[config.mk]
export PLATFORM = sky130hd
export DESIGN_NAME = lcgj_stage
export DESIGN_NICKNAME = d
export VERILOG_FILES = /design/src/lcgj_pkg.sv /design/src/lcgj_stage.sv
export SDC_FILE = /design/constraint.sdc
export NUM_CORES = 2
export LEC_CHECK = 0
export ABC_CLOCK_PERIOD_IN_PS = 10290
export BUFFER_PORTS_ARGS = -buffer_cell sky130_fd_sc_hd__buf_2
export CORE_ASPECT_RATIO = 0.5
export CORE_UTILIZATION = 45
export DETAILED_ROUTE_END_ITERATION = 10
export MAX_ROUTING_LAYER = met4
export SETUP_SLACK_MARGIN = 0.2
export SLEW_MARGIN = 40
export SYNTH_ARGS = -nofsm -noshare
export SYNTH_HDL_FRONTEND = slang
export SYNTH_SLANG_ARGS = --single-unit
export TNS_END_PERCENT = 10
[constraint.sdc]
create_clock -name clk -period 10.29 [get_ports clk]
set_input_delay 1.029 -clock clk [delete_from_list [all_inputs] [get_ports clk]]
set_output_delay 1.029 -clock clk [all_outputs]
set_load 0.005 [all_outputs]
[src/lcgj_pkg.sv]
// Package for the LCG jump-ahead block: generator constants, pipeline word
// type and the per-stage squared-map constants. No dependencies.
package lcgj_pkg;

  localparam logic [31:0] LCG_MUL = 32'h0003_43FD;
  localparam logic [31:0] LCG_INC = 32'h0026_9EC3;
  localparam int          WORD_W  = 32;

  // Word carried down the pipeline: the input word plus the composed map
  // x -> acc_mul*x + acc_add built from the count bits seen so far.
  typedef struct packed {
    logic              valid;
    logic [WORD_W-1:0] state;
    logic [WORD_W-1:0] count;
    logic [WORD_W-1:0] acc_mul;
    logic [WORD_W-1:0] acc_add;
  } stage_t;

  // Multiplier of the map for 2^idx generator steps.
  function automatic logic [WORD_W-1:0] pow_mul(input int idx);
    logic [WORD_W-1:0] m;
    m = LCG_MUL;
    for (int j = 0; j < idx; j++) begin
      m = m * m;
    end
    return m;
  endfunction

  // Increment of the map for 2^idx generator steps.
  function automatic logic [WORD_W-1:0] pow_add(input int idx);
    logic [WORD_W-1:0] m;
    logic [WORD_W-1:0] c;
    m = LCG_MUL;
    c = LCG_INC;
    for (int j = 0; j < idx; j++) begin
      c = (m + 32'd1) * c;
      m = m * m;
    end
    return c;
  endfunction

endpackage

[src/lcgj_stage.sv]
// One square-and-multiply stage: folds the map for one count bit into the
// accumulated map when that bit is set. Depends on lcgj_pkg.
module lcgj_stage (
  input  logic            clk,
  input  logic            rst_n,
  input  lcgj_pkg::stage_t d,
  input  logic            use_bit,
  input  logic [31:0]     k_mul,
  input  logic [31:0]     k_add,
  output lcgj_pkg::stage_t q_r
);
  import lcgj_pkg::*;

  stage_t q_nxt;

  always_comb begin
    q_nxt = d;
    if (use_bit) begin
      // two independent 32x32 low-half products, one add behind the second
      q_nxt.acc_mul = d.acc_mul * k_mul;
      q_nxt.acc_add = d.acc_add * k_mul + k_add;
    end
  end

  always_ff @(posedge clk) begin
    if (!rst_n) begin
      q_r.valid <= 1'b0;
    end else begin
      q_r.valid <= q_nxt.valid;
    end
    q_r.state   <= q_nxt.state;
    q_r.count   <= q_nxt.count;
    q_r.acc_mul <= q_nxt.acc_mul;
    q_r.acc_add <= q_nxt.acc_add;
  end

endmodule

==> metrics.yaml <==
clockRootBuffer: "clkbuf_16"
fin_crit_sh_pct: 79.3
cpMostUsedCell: "fa_1"
cp.required_ps: 10680
first_pass_iters: 5
hold_start: "d[72]"
grt_overflow_total: 0
status: "complete, no violations"
fmax_mhz: 122
yosysSeqAreaShare_pct: 7.20
synth_area_per_cell_sq_um: 9.28
regMostFlops: "q_r"
rsz0062_at_grt: "false"
ios: 325
place.gp.congestion: 0.894
drt_first_iter_violations: 1563
synth_cells: 3865
critPathBufInv: 7
cp-end-kind: "flop"
cts_resized: 0
cts.htree.levels: 4
grt_pass1_vias: 28800
drv_cap: 0
synthTopCellsByArea: "fa_1, and2_1, inv_1"
core_area_sq_um: 78100
cts_tree: "yes"
yosys_register_bits: 129
crit_start: "k_mul[8]"
numCtsBuffers: 17
cp-start-kind: "input pin"
vias: 25900
die_w_microns: 401
ant_nets: 0
netlist_area_sq_um: 35900
fillers: 7408
viasPerCell: 5.11
hold_path_class: "in -> reg"
layout.nets: 5310
initial_utilization_pct: 45.9
yosys_warnings: 0
drc: 0
grt_max_degree: 53
synth_edf_count: 0
antenna_found_initial: 5
clk_pin_slew_worst_paths_ps: 70
netlist.area_leader.share_pct: 47.2
async_flop_share_pct: 0
largest_reg_flops: 129
die_area_sq_um: 80900
drive_gt1_share_pct: 10.7
synth_top_area_cell: "fa_1"
die_y_microns: 202
cpLargestDelayFamily: "adder cells"
synth.net_count: 5154
reg_top3: "q_r: 129 flops"
cp.depth: 25
ys_top_cells_by_count: "inv_1, fa_1, and2_1"
clkSinkCount: 129
postCtsHoldBufs: 0
wl_per_cell_microns: 20.4
max_slew_margin_pct: 43.8
setup_viol: 0
cts_buffer_depth: 2
tightest_slew_ps: 844
synthFlopType: "dfxtp_1"
min_period_ps: 8160
whs_path_depth: 1
critPathMaxStageDelay_ps: 560
hpwl_microns: 80600
io_buffers: 324
hold_viol_final: 0
cp.arrival_ps: 8560
fin_tns_setup_ps: 0
drv_slew: 0
area_growth_pct: 8.22
worst_path_max_delay_cell: "fa_1"
synth_cell_types: 53
rows: 72
wirelength_microns: 104000
critPathKind: "in -> reg"
path_max_fanout: 26
cts_setup_buffers: 0
grt_first_pass_wirelength_microns: 166000
yosysMostFrequentCell: "inv_1"
grt_usage_pct: 27.8
## layer usage
layer	global-route usage, %	vias up	share of wire [%]
li1	-	11500	-
met1	35.6	13500	43
met2	45.4	842	48
met3	4.95	145	6.8
met4	7.77	0	2.7
met5	-	-	0
## worst paths after layout
path                     endpoint  slack, ps
setup / recovery  q_r[28]$_DFF_P_       2130
hold / removal    q_r[72]$_DFF_P_        620
## metrics by stage
stage / instance area, sq um / cells / utilization, % / setup slack [ps] / hold slack, ps
after floorplan: 35900 / 3865 / - / 2590 / 1060
after global placement: 38200 / 5037 / 48.9 / 1640 / 1130
after detailed placement: 38200 / 5037 / 48.9 / 1550 / 1130
after CTS: 38800 / 5069 / 49.6 / 2070 / 568
after global routing: 38800 / 5073 / 49.7 / 1830 / 590
final: 38800 / 5075 / 49.7 / 2130 / 618
## cell families (layout without fill, tap and decap cells)
group                      after synthesis  count (layout)  share of synthesized area (%)
AOI/OAI and AO/OA                      175             175                           3.27
xor gates and xnor gates               164             164                           4.04
adders and majority gates             1093            1093                           55.8
buffers and inverters                 1083            1252                           11.3
DFF                                    129             129                           7.20
muxes                                   47              47                           1.46
other                                    0               5                              0
and+or+nand+nor                       1174            1174                           16.9
## area by class of cell
class	instances	area, sq um	area share [%]
clock inverters	15	181	0.467
inverters	874	3280	8.45
flip-flops and latches	129	2580	6.65
clock buffers	17	425	1.10
multi-input cells	2653	29200	75.3
diodes	5	12.5	0.0322
repair buffers	346	1820	4.69
well taps	1036	1300	3.34
## layout by cell type (no fill, tap or decap), drive strengths merged, types with 7 or more instances in the layout
cell type / netlist / routed
or3: 8 / 8
a211oi: 13 / 13
xor2: 36 / 36
xnor2: 127 / 127
nand2: 485 / 485
nor2b: 7 / 7
inv: 873 / 877
buf: 1 / 346
mux2: 44 / 44
clkinv: 1 / 7
nor2: 32 / 32
a21oi: 44 / 44
ha: 247 / 247
clkbuf: 208 / 17
a21o: 22 / 22
o211ai: 7 / 7
dfxtp: 129 / 129
o21a: 10 / 10
fa: 846 / 846
o21ai: 37 / 37
nor3: 11 / 11
and2: 607 / 607
Power is left out: the tool's default activity adds up to more than one toggle a clock period on the data nets, which glitch-free logic cannot reach.
