===== src/lcgj_pkg.sv =====
// Package for the LCG jump-ahead block: generator constants, pipeline word
// type and the per-stage squared-map constants. No dependencies.
package lcgj_pkg;

  localparam logic [31:0] LCG_MUL = 32'h0003_43FD;
  localparam logic [31:0] LCG_INC = 32'h0026_9EC3;
  localparam int          WORD_W  = 32;

  // Word carried down the pipeline: the input word plus the composed map
  // x -> acc_mul*x + acc_add built from the count bits seen so far.
  typedef struct packed {
    logic              valid;
    logic [WORD_W-1:0] state;
    logic [WORD_W-1:0] count;
    logic [WORD_W-1:0] acc_mul;
    logic [WORD_W-1:0] acc_add;
  } stage_t;

  // Multiplier of the map for 2^idx generator steps.
  function automatic logic [WORD_W-1:0] pow_mul(input int idx);
    logic [WORD_W-1:0] m;
    m = LCG_MUL;
    for (int j = 0; j < idx; j++) begin
      m = m * m;
    end
    return m;
  endfunction

  // Increment of the map for 2^idx generator steps.
  function automatic logic [WORD_W-1:0] pow_add(input int idx);
    logic [WORD_W-1:0] m;
    logic [WORD_W-1:0] c;
    m = LCG_MUL;
    c = LCG_INC;
    for (int j = 0; j < idx; j++) begin
      c = (m + 32'd1) * c;
      m = m * m;
    end
    return c;
  endfunction

endpackage


===== src/lcgj_apply.sv =====
// Output stage: applies the composed map to the start state and registers
// the result word with its strobe. Depends on lcgj_pkg.
module lcgj_apply (
  input  logic             clk,
  input  logic             rst_n,
  input  lcgj_pkg::stage_t d,
  output logic             valid_r,
  output logic [31:0]      state_r
);
  import lcgj_pkg::*;

  logic [WORD_W-1:0] state_nxt;

  assign state_nxt = d.acc_mul * d.state + d.acc_add;

  always_ff @(posedge clk) begin
    if (!rst_n) begin
      valid_r <= 1'b0;
    end else begin
      valid_r <= d.valid;
    end
    state_r <= state_nxt;
  end

endmodule


===== config.mk =====
export PLATFORM = sky130hd
export DESIGN_NAME = lcgj_apply
export DESIGN_NICKNAME = d
export VERILOG_FILES = /design/src/lcgj_pkg.sv /design/src/lcgj_apply.sv
export SDC_FILE = /design/constraint.sdc
export NUM_CORES = 1
export LEC_CHECK = 0
export BUFFER_PORTS_ARGS = -buffer_cell sky130_fd_sc_hd__buf_4
export CAP_MARGIN = 25
export CORE_ASPECT_RATIO = 1.1
export CORE_MARGIN = 2
export CORE_UTILIZATION = 45
export CTS_CLUSTER_SIZE = 10
export DETAILED_ROUTE_END_ITERATION = 10
export PLACE_DENSITY = 0.72
export SLEW_MARGIN = 20
export SYNTH_ARGS = -nofsm -noshare
export SYNTH_HDL_FRONTEND = slang
export SYNTH_SLANG_ARGS = --single-unit

===== constraint.sdc =====
create_clock -name clk -period 8.67 [get_ports clk]
set_input_delay 0.4335 -clock clk [delete_from_list [all_inputs] [get_ports clk]]
set_output_delay 0.4335 -clock clk [all_outputs]
set_load 0.01 [all_outputs]

==> results.cfg, run 1 <==
[clocking]
htree_num_levels = 2
ctsResizeCount = 0
clk_pin_slew_ns = 0.06
cts_tree = built
cts_setup_buffers = 0
cts_inserted_buffers = 5
cts.path.max_buffers = 2
cts.sinks = 33
cts_hold_buf = 0
cts_root_buffer = clkbuf_16

[route]
vias = 12500
met3_wirelength_mm = 2.58
first_iter_violations = 591
wl_met2_mm = 22.6
wl_met1_mm = 16.6
vias_per_cell = 5.08
wire_per_inst_um = 17.9
first_pass_iters = 5
wirelength_mm = 44.2
dr.max_layer_used = met4
drc_errors = 0
ant_nets = 0

[die]
start_util_pct = 45.9
num_rows = 75
fp.dieW_um = 192
dieArea_um2 = 40600
die_y_um = 211
core-area_um2 = 38300
io_pins = 164

[sta]
slew_violations = 0
timing.fmax_ghz = 0.137
finalHoldViolations = 0
finalCriticalPeriod_ns = 7.30
finalSetupViolCount = 0
fin_ws_ns = 1.37
rsz0062_at_grt = false
whs_ns = 0.343
period_share_pct = 84.2
setup_tns_ns = 0
worst_pin_slew_ns = 0.699
slew_headroom_pct = 53.4

[synthesis]
syn_avg_cell_area_um2 = 9.22
syn_nets = 2598
synth.area.top_cells = fa_1 (50%), and2_1 (13%), inv_1 (10%)
syn_inst = 1905
synth.distinct_cells = 47
ys_seq_area_share_pct = 3.76
async_flop_share_pct = 0
synth_ff_type = dfxtp_1
syn-cell-area_um2 = 17600
yosys.area.top_type = fa_1
synth_seq_cells = 33
synth_warnings = 0
synth_edf_count = 0
yosysTopAreaCellShare_pct = 49.9

[global_route]
grt_pass1_wl_mm = 73.1
grt_max_degree = 33
antenna_found_initial = 2
grt_pass1_vias = 14100
gr-total-overflow = 0
gr-usage-all-layers_pct = 23.5

[finish]
multi_input_comb_area_um2 = 14800
drive_above_1_share_pct = 7.75
nets = 2654
layout_commonest_cell = inv_1
seq_area_um2 = 661
final_cell_mix = inv_1 (484), fa_1 (438), and2_1 (367), nand2_1 (168), buf_4 (132)
n_fill_cell = 3532
syn_to_final_growth_pct = 8.43
fin_cells = 2464

[placement]
place_inst = 2454
port_buffers = 131
post-place-ws_ns = 1.00
gp_congestion = 0.843
dpl.hpwl_mm = 36.4

[worst_hold_path]
worstHoldPathType = in2reg

[status]
outcome = completed

[job]
cap_violations = 0

[setup_path]
crit_type = in2reg
crit_path_start_kind = input pin
endpoint_kind = flip-flop
crit_arrival_ns = 7.49
path_max_fanout = 32
cp-endpoint = state_r[30]
cp-startpoint = d[96]
cp.required_ns = 8.86
[state kept, by name, indices dropped and copies added, names as in the netlist]
name	cells
valid_r	1
state_r	32
[through the flow]
stage	cell area, um^2	util (%)
2_1_floorplan	17600	-
3_3_place_gp	18900	49.3
3_5_place_dp	18900	49.3
4_1_cts	19000	49.7
5_1_grt	19000	49.8
6_report	19000	49.8
[how the worst min path moves through the flow]
stage,startpoint,end,slack [ns],cells after the start
detailed placement,d[0],state_r[0],0.66,2
global placement,d[0],state_r[0],0.66,2
finish,d[0],state_r[0],0.34,2
CTS,d[0],state_r[0],0.34,2
floorplan,d[128],valid_r,0.56,1
global route,d[0],state_r[0],0.34,2
[Yosys cell counts, types with 2 or more instances]
library cell,instances
a21oi_1,21
o21ai_0,10
a21boi_0,2
xnor2_1,67
mux2i_1,2
nand3_1,8
and2_1,367
o21bai_1,3
o21a_1,4
xor2_1,16
fa_1,438
a31oi_1,2
nand2b_1,5
or3_1,2
nor3_1,2
dfxtp_1,33
a21o_1,15
nor2b_1,3
buf_2,4
inv_1,484
o211ai_1,3
nor2_1,21
nand2_1,168
clkbuf_1,79
ha_1,124
[layer usage]
layer | vias to the layer above | GRT usage (%)
met2 | 363 | 41.3
met5 | - | 0
met1 | 6523 | 28.4
li1 | 5519 | -
met3 | 101 | 2.74
met4 | 0 | 12.0
[critical path: stages]
cell	delay, ns
buf_4	0.33
and2_1	0.22
fa_1	0.45
fa_1	0.51
fa_1	0.49
inv_1	0.06
fa_1	0.53
inv_1	0.05
fa_1	0.49
inv_1	0.05
fa_1	0.53
inv_1	0.05
fa_1	0.47
inv_1	0.05
fa_1	0.47
inv_1	0.04
ha_1	0.37
nand3_1	0.17
nor2_1	0.06
a221oi_1	0.62
a211oi_2	0.21
o211ai_1	0.49
o21ai_1	0.16
xor2_1	0.16
[area by class of cell]
cell class / count / area share (%)
antenna: 2 / 0.0263
clock buffer: 6 / 0.729
clock inverter: 2 / 0.197
inverter: 484 / 9.54
multi-input combinational: 1305 / 77.6
sequential: 33 / 3.47
tap: 500 / 3.28
timing repair buffer: 132 / 5.20
[cells by family (layout without fill, tap and decap cells)]
logic type	Yosys count	in the layout	share of synthesized area [%]
simple gates	582	582	18.0
buf+inv	567	624	12.1
fa+ha+maj	562	562	58.7
xor+xnor	84	84	4.23
compound gates	75	75	3.03
flops	33	33	3.76
mux	2	2	0.114
other cells	0	2	0
Power of run 1 is not shown: default switching activity piles up to over one toggle a cycle in this logic, so the estimate is an artifact.
==> run 2: changes to the inputs <==
- clock period: 8.67 -> 6.8 ns (I/O delays scaled with it)
==> run 2 against run 1 <==
  * Cell area up 4.5%
  * Sequential share of layout area decreased by 0.15 points
  * Non-clock buffer count is 105 higher
  * Routed wire length grew 5.4%
  * Count of clock-buffer cells in the layout unchanged
  * Die area did not move
  * Utilization increased by 2.2 points
  * Via count grew 2.5%
==> results.cfg, run 2 (synthesis gave the netlist of run 1 again) <==
[sta]
finalHoldViolations = 0
period_share_pct = 97.0
slew_violations = 0
finalCriticalPeriod_ns = 6.60
whs_ns = 0.253
worst_pin_slew_ns = 0.434
fin_ws_ns = 0.202
slew_headroom_pct = 71.0
finalSetupViolCount = 0
setup_tns_ns = 0
rsz0062_at_grt = false
timing.fmax_ghz = 0.152

[route]
ant_nets = 0
first_pass_iters = 4
wirelength_mm = 46.6
drc_errors = 0
first_iter_violations = 629
wire_per_inst_um = 18.1
vias_per_cell = 4.99
vias = 12800

[finish]
final_cell_mix = inv_1 (484), fa_1 (438), and2_1 (367), buf_4 (236), nand2_1 (168)
largest_reg_flops = 32
syn_to_final_growth_pct = 13.3
drive_above_1_share_pct = 12.7
largestRegisters = state_r: 32 flops, valid_r: 1 flops
regMostFlops = state_r
layout_commonest_cell = inv_1
nets = 2759
fin_cells = 2568

[worst_hold_path]
hold_depth = 2
holdCritStartpoint = d[128]
holdPathEnd = valid_r
worstHoldPathType = in2reg

[global_route]
grt_max_degree = 24
grt_pass1_vias = 14400
gr-usage-all-layers_pct = 24.8
gr-total-overflow = 0
grt_pass1_wl_mm = 76.0
antenna_found_initial = 3

[setup_path]
crit_arrival_ns = 6.80
path_max_fanout = 9
cp.required_ns = 7.00
crit_type = in2reg
endpoint_kind = flip-flop
crit_path_start_kind = input pin

[placement]
gp_congestion = 0.918
post-place-ws_ns = -0.370
port_buffers = 131
place_inst = 2558
dpl.hpwl_mm = 41.0

[die]
dieArea_um2 = 40600
num_rows = 75
fp.dieW_um = 192
io_pins = 164
core-area_um2 = 38300
die_y_um = 211
start_util_pct = 45.9

[clocking]
clk_pin_slew_ns = 0.06
cts_root_buffer = clkbuf_16
htree_num_levels = 2
cts_hold_buf = 0
cts_tree = built
cts_inserted_buffers = 5
cts.sinks = 33
cts.path.max_buffers = 2

[job]
cap_violations = 0

[status]
outcome = completed
## run 2: cell type report
cell class	instances	area, um^2
fillers	3490	18400
multi-input cells	1305	14800
inverters	484	1820
repair buffers	237	1790
flip-flops and latches	33	661
well taps	500	626
clock buffers	6	139
clock inverters	2	37.5
diodes	1	2.50
## run 2: worst max path at each step
| stage | startpoint | to | slack [ns] | depth (start not counted) |
|---|---|---|---|---|
| global placement | d[98] | state_r[28] | -0.31 | 26 |
| floorplan | d[98] | state_r[31] | 0.03 | 26 |
| detailed placement | d[98] | state_r[28] | -0.37 | 26 |
| CTS | d[98] | state_r[29] | 0.03 | 25 |
| finish | d[50] | state_r[29] | 0.20 | 23 |
| global route | d[98] | state_r[30] | 0.008 | 26 |
## run 2: routing by layer
layer / part of all wire, % / routed length [um] / global-route usage [%]
met5: 0.060 / 28 / 0
met4: 3.7 / 1710 / 8.74
met3: 5.4 / 2500 / 2.96
met2: 53 / 24600 / 45.7
met1: 38 / 17700 / 29.6
## run 2: through the flow
stage | instance area [um^2] | utilization (%)
after detailed placement | 19700 | 51.4
after CTS | 19800 | 51.8
after global placement | 19700 | 51.4
after floorplan | 17600 | -
final | 19900 | 52.0
after global routing | 19900 | 52.0
## run 2: what timing repair did
action                                  in CTS  in global routing
resized for setup                            1                  7
endpoints found under the hold margin        0                  0
pin swaps                                    0                  6
endpoints found under the setup margin       2                  5
gates cloned                                 0                  0
setup buffers                                0                  1
## run 2: critical path, cell delays in order
cell and delay [ns]:
buf_4 0.12, buf_4 0.13, buf_4 0.15, and2_1 0.17, fa_1 0.54, inv_1 0.06
fa_1 0.54, fa_1 0.55, inv_1 0.05, fa_1 0.48, fa_1 0.56, fa_1 0.44
fa_1 0.51, inv_1 0.06, fa_1 0.49, inv_1 0.04, ha_1 0.33, nand3_1 0.10
or3_1 0.37, a21oi_2 0.30, o22ai_2 0.18, buf_4 0.17, xnor2_1 0.11
Power of run 2 is left out for the same reason.
==> run 3: changes to the inputs <==
- CORE_ASPECT_RATIO: 1.1 -> not set
==> run 3 against run 2 <==
  * Via count decreased by 0.39%
  * Setup slack improved by 0.040 ns
  * Critical path type unchanged
  * Sequential cell count unchanged
  * Maximum frequency up 0.61%
  * Hold slack worse by 0.022 ns
  * Non-clock buffer count down 23
  * Highest routed layer is now met4
==> results.cfg, run 3 (synthesis gave the netlist of run 1 again) <==
[finish]
largest_reg_flops = 32
nets = 2736
largestRegisters = state_r: 32 flops, valid_r: 1 flops
syn_to_final_growth_pct = 12.3
regMostFlops = state_r
layout_commonest_cell = inv_1
fin_cells = 2563
multi_input_comb_area_um2 = 14800
final_cell_mix = inv_1 (484), fa_1 (438), and2_1 (367), buf_4 (212), nand2_1 (168)
seq_area_um2 = 661
n_fill_cell = 3597
drive_above_1_share_pct = 11.5
final_area_um2 = 19700

[setup_path]
cp.required_ns = 7.01
crit_family = adder cells
path_cells = buf_4 > buf_4 > and2_1 > fa_1 > inv_1 > fa_1 > inv_1 > fa_1 > inv_1 > fa_1 > inv_1 > fa_1 > fa_1 > fa_1 > inv_1 > fa_1 > inv_1 > ha_1 > a21o_1 > a31o_1 > or3_1 > o22ai_4 > o21ai_2 > xnor2_1
path_max_fanout = 18
slowest_stage = fa_1
crit_buf_inv = 8
crit_type = in2reg
crit_path_start_kind = input pin
endpoint_kind = flip-flop
crit_top_cell = fa_1
critPathMaxStageDelay_ns = 0.54
crit_arrival_ns = 6.77

[sta]
slew_violations = 0
finalCriticalPeriod_ns = 6.56
finalHoldViolations = 0
finalSetupViolCount = 0
worst_pin_slew_ns = 0.448
period_share_pct = 96.4
slew_headroom_pct = 70.1
rsz0062_at_grt = false
timing.fmax_ghz = 0.152

[clocking]
cts_inserted_buffers = 5
cts_root_buffer = clkbuf_16
htree_num_levels = 2
cts_hold_buf = 0
cts_tree = built
clk_pin_slew_ns = 0.07
cts.path.max_buffers = 2
cts.sinks = 33

[die]
core-area_um2 = 38600
fp.dieW_um = 202
io_pins = 164
start_util_pct = 45.6
num_rows = 72
die_y_um = 202
dieArea_um2 = 40600

[route]
wire_per_inst_um = 18.0
first_iter_violations = 682
vias = 12800
vias_per_cell = 4.98
first_pass_iters = 5
wirelength_mm = 46.0
ant_nets = 0
drc_errors = 0

[placement]
gp_congestion = 0.896
dpl.hpwl_mm = 39.3
placed_area_um2 = 19500
port_buffers = 131
place_inst = 2553

[global_route]
gr-total-overflow = 0
grt_pass1_wl_mm = 75.7
gr-usage-all-layers_pct = 24.1
grt_max_degree = 31
antenna_found_initial = 1
grt_pass1_vias = 14300

[job]
cap_violations = 0

[worst_hold_path]
worstHoldPathType = in2reg

[status]
outcome = completed
[run 3: final timing paths]
kind / startpoint / to / slack [ns] / depth (start not counted)
setup / recovery: d[98] / state_r[31] / 0.24 / 24
hold / removal: d[128] / valid_r / 0.23 / 2
[run 3: through the flow]
stage | TNS, ns | setup slack (ns) | util (%) | hold slack [ns]
finish | 0 | 0.242 | 51.2 | 0.232
detailed placement | -0.593 | -0.124 | 50.6 | 0.560
CTS | 0 | 0.239 | 51.1 | 0.217
global route | 0 | 0.00657 | 51.2 | 0.231
floorplan | 0 | 0.0329 | - | 0.462
global placement | -0.278 | -0.0673 | 50.6 | 0.553
[run 3: final cells by class]
cell class	count	area share [%]
multi-input combinational	1305	75.0
inverter	484	9.21
timing repair buffer	214	8.23
sequential	33	3.35
tap	518	3.29
clock buffer	6	0.704
clock inverter	2	0.190
antenna	1	0.0127
[run 3: timing repair]
item                       in CTS  in global routing
gates resized for setup         0                  4
setup endpoints to repair       0                  5
buffers inserted                0                  1
[run 3: per-layer routing]
layer	part of all wire (%)	track usage, %	vias up
li1	-	-	5684
met1	41	31.4	6631
met2	50	41.8	387
met3	5.3	3.09	70
met4	3.1	7.64	0
met5	0	0	-
Power of run 3 is left out for the same reason.
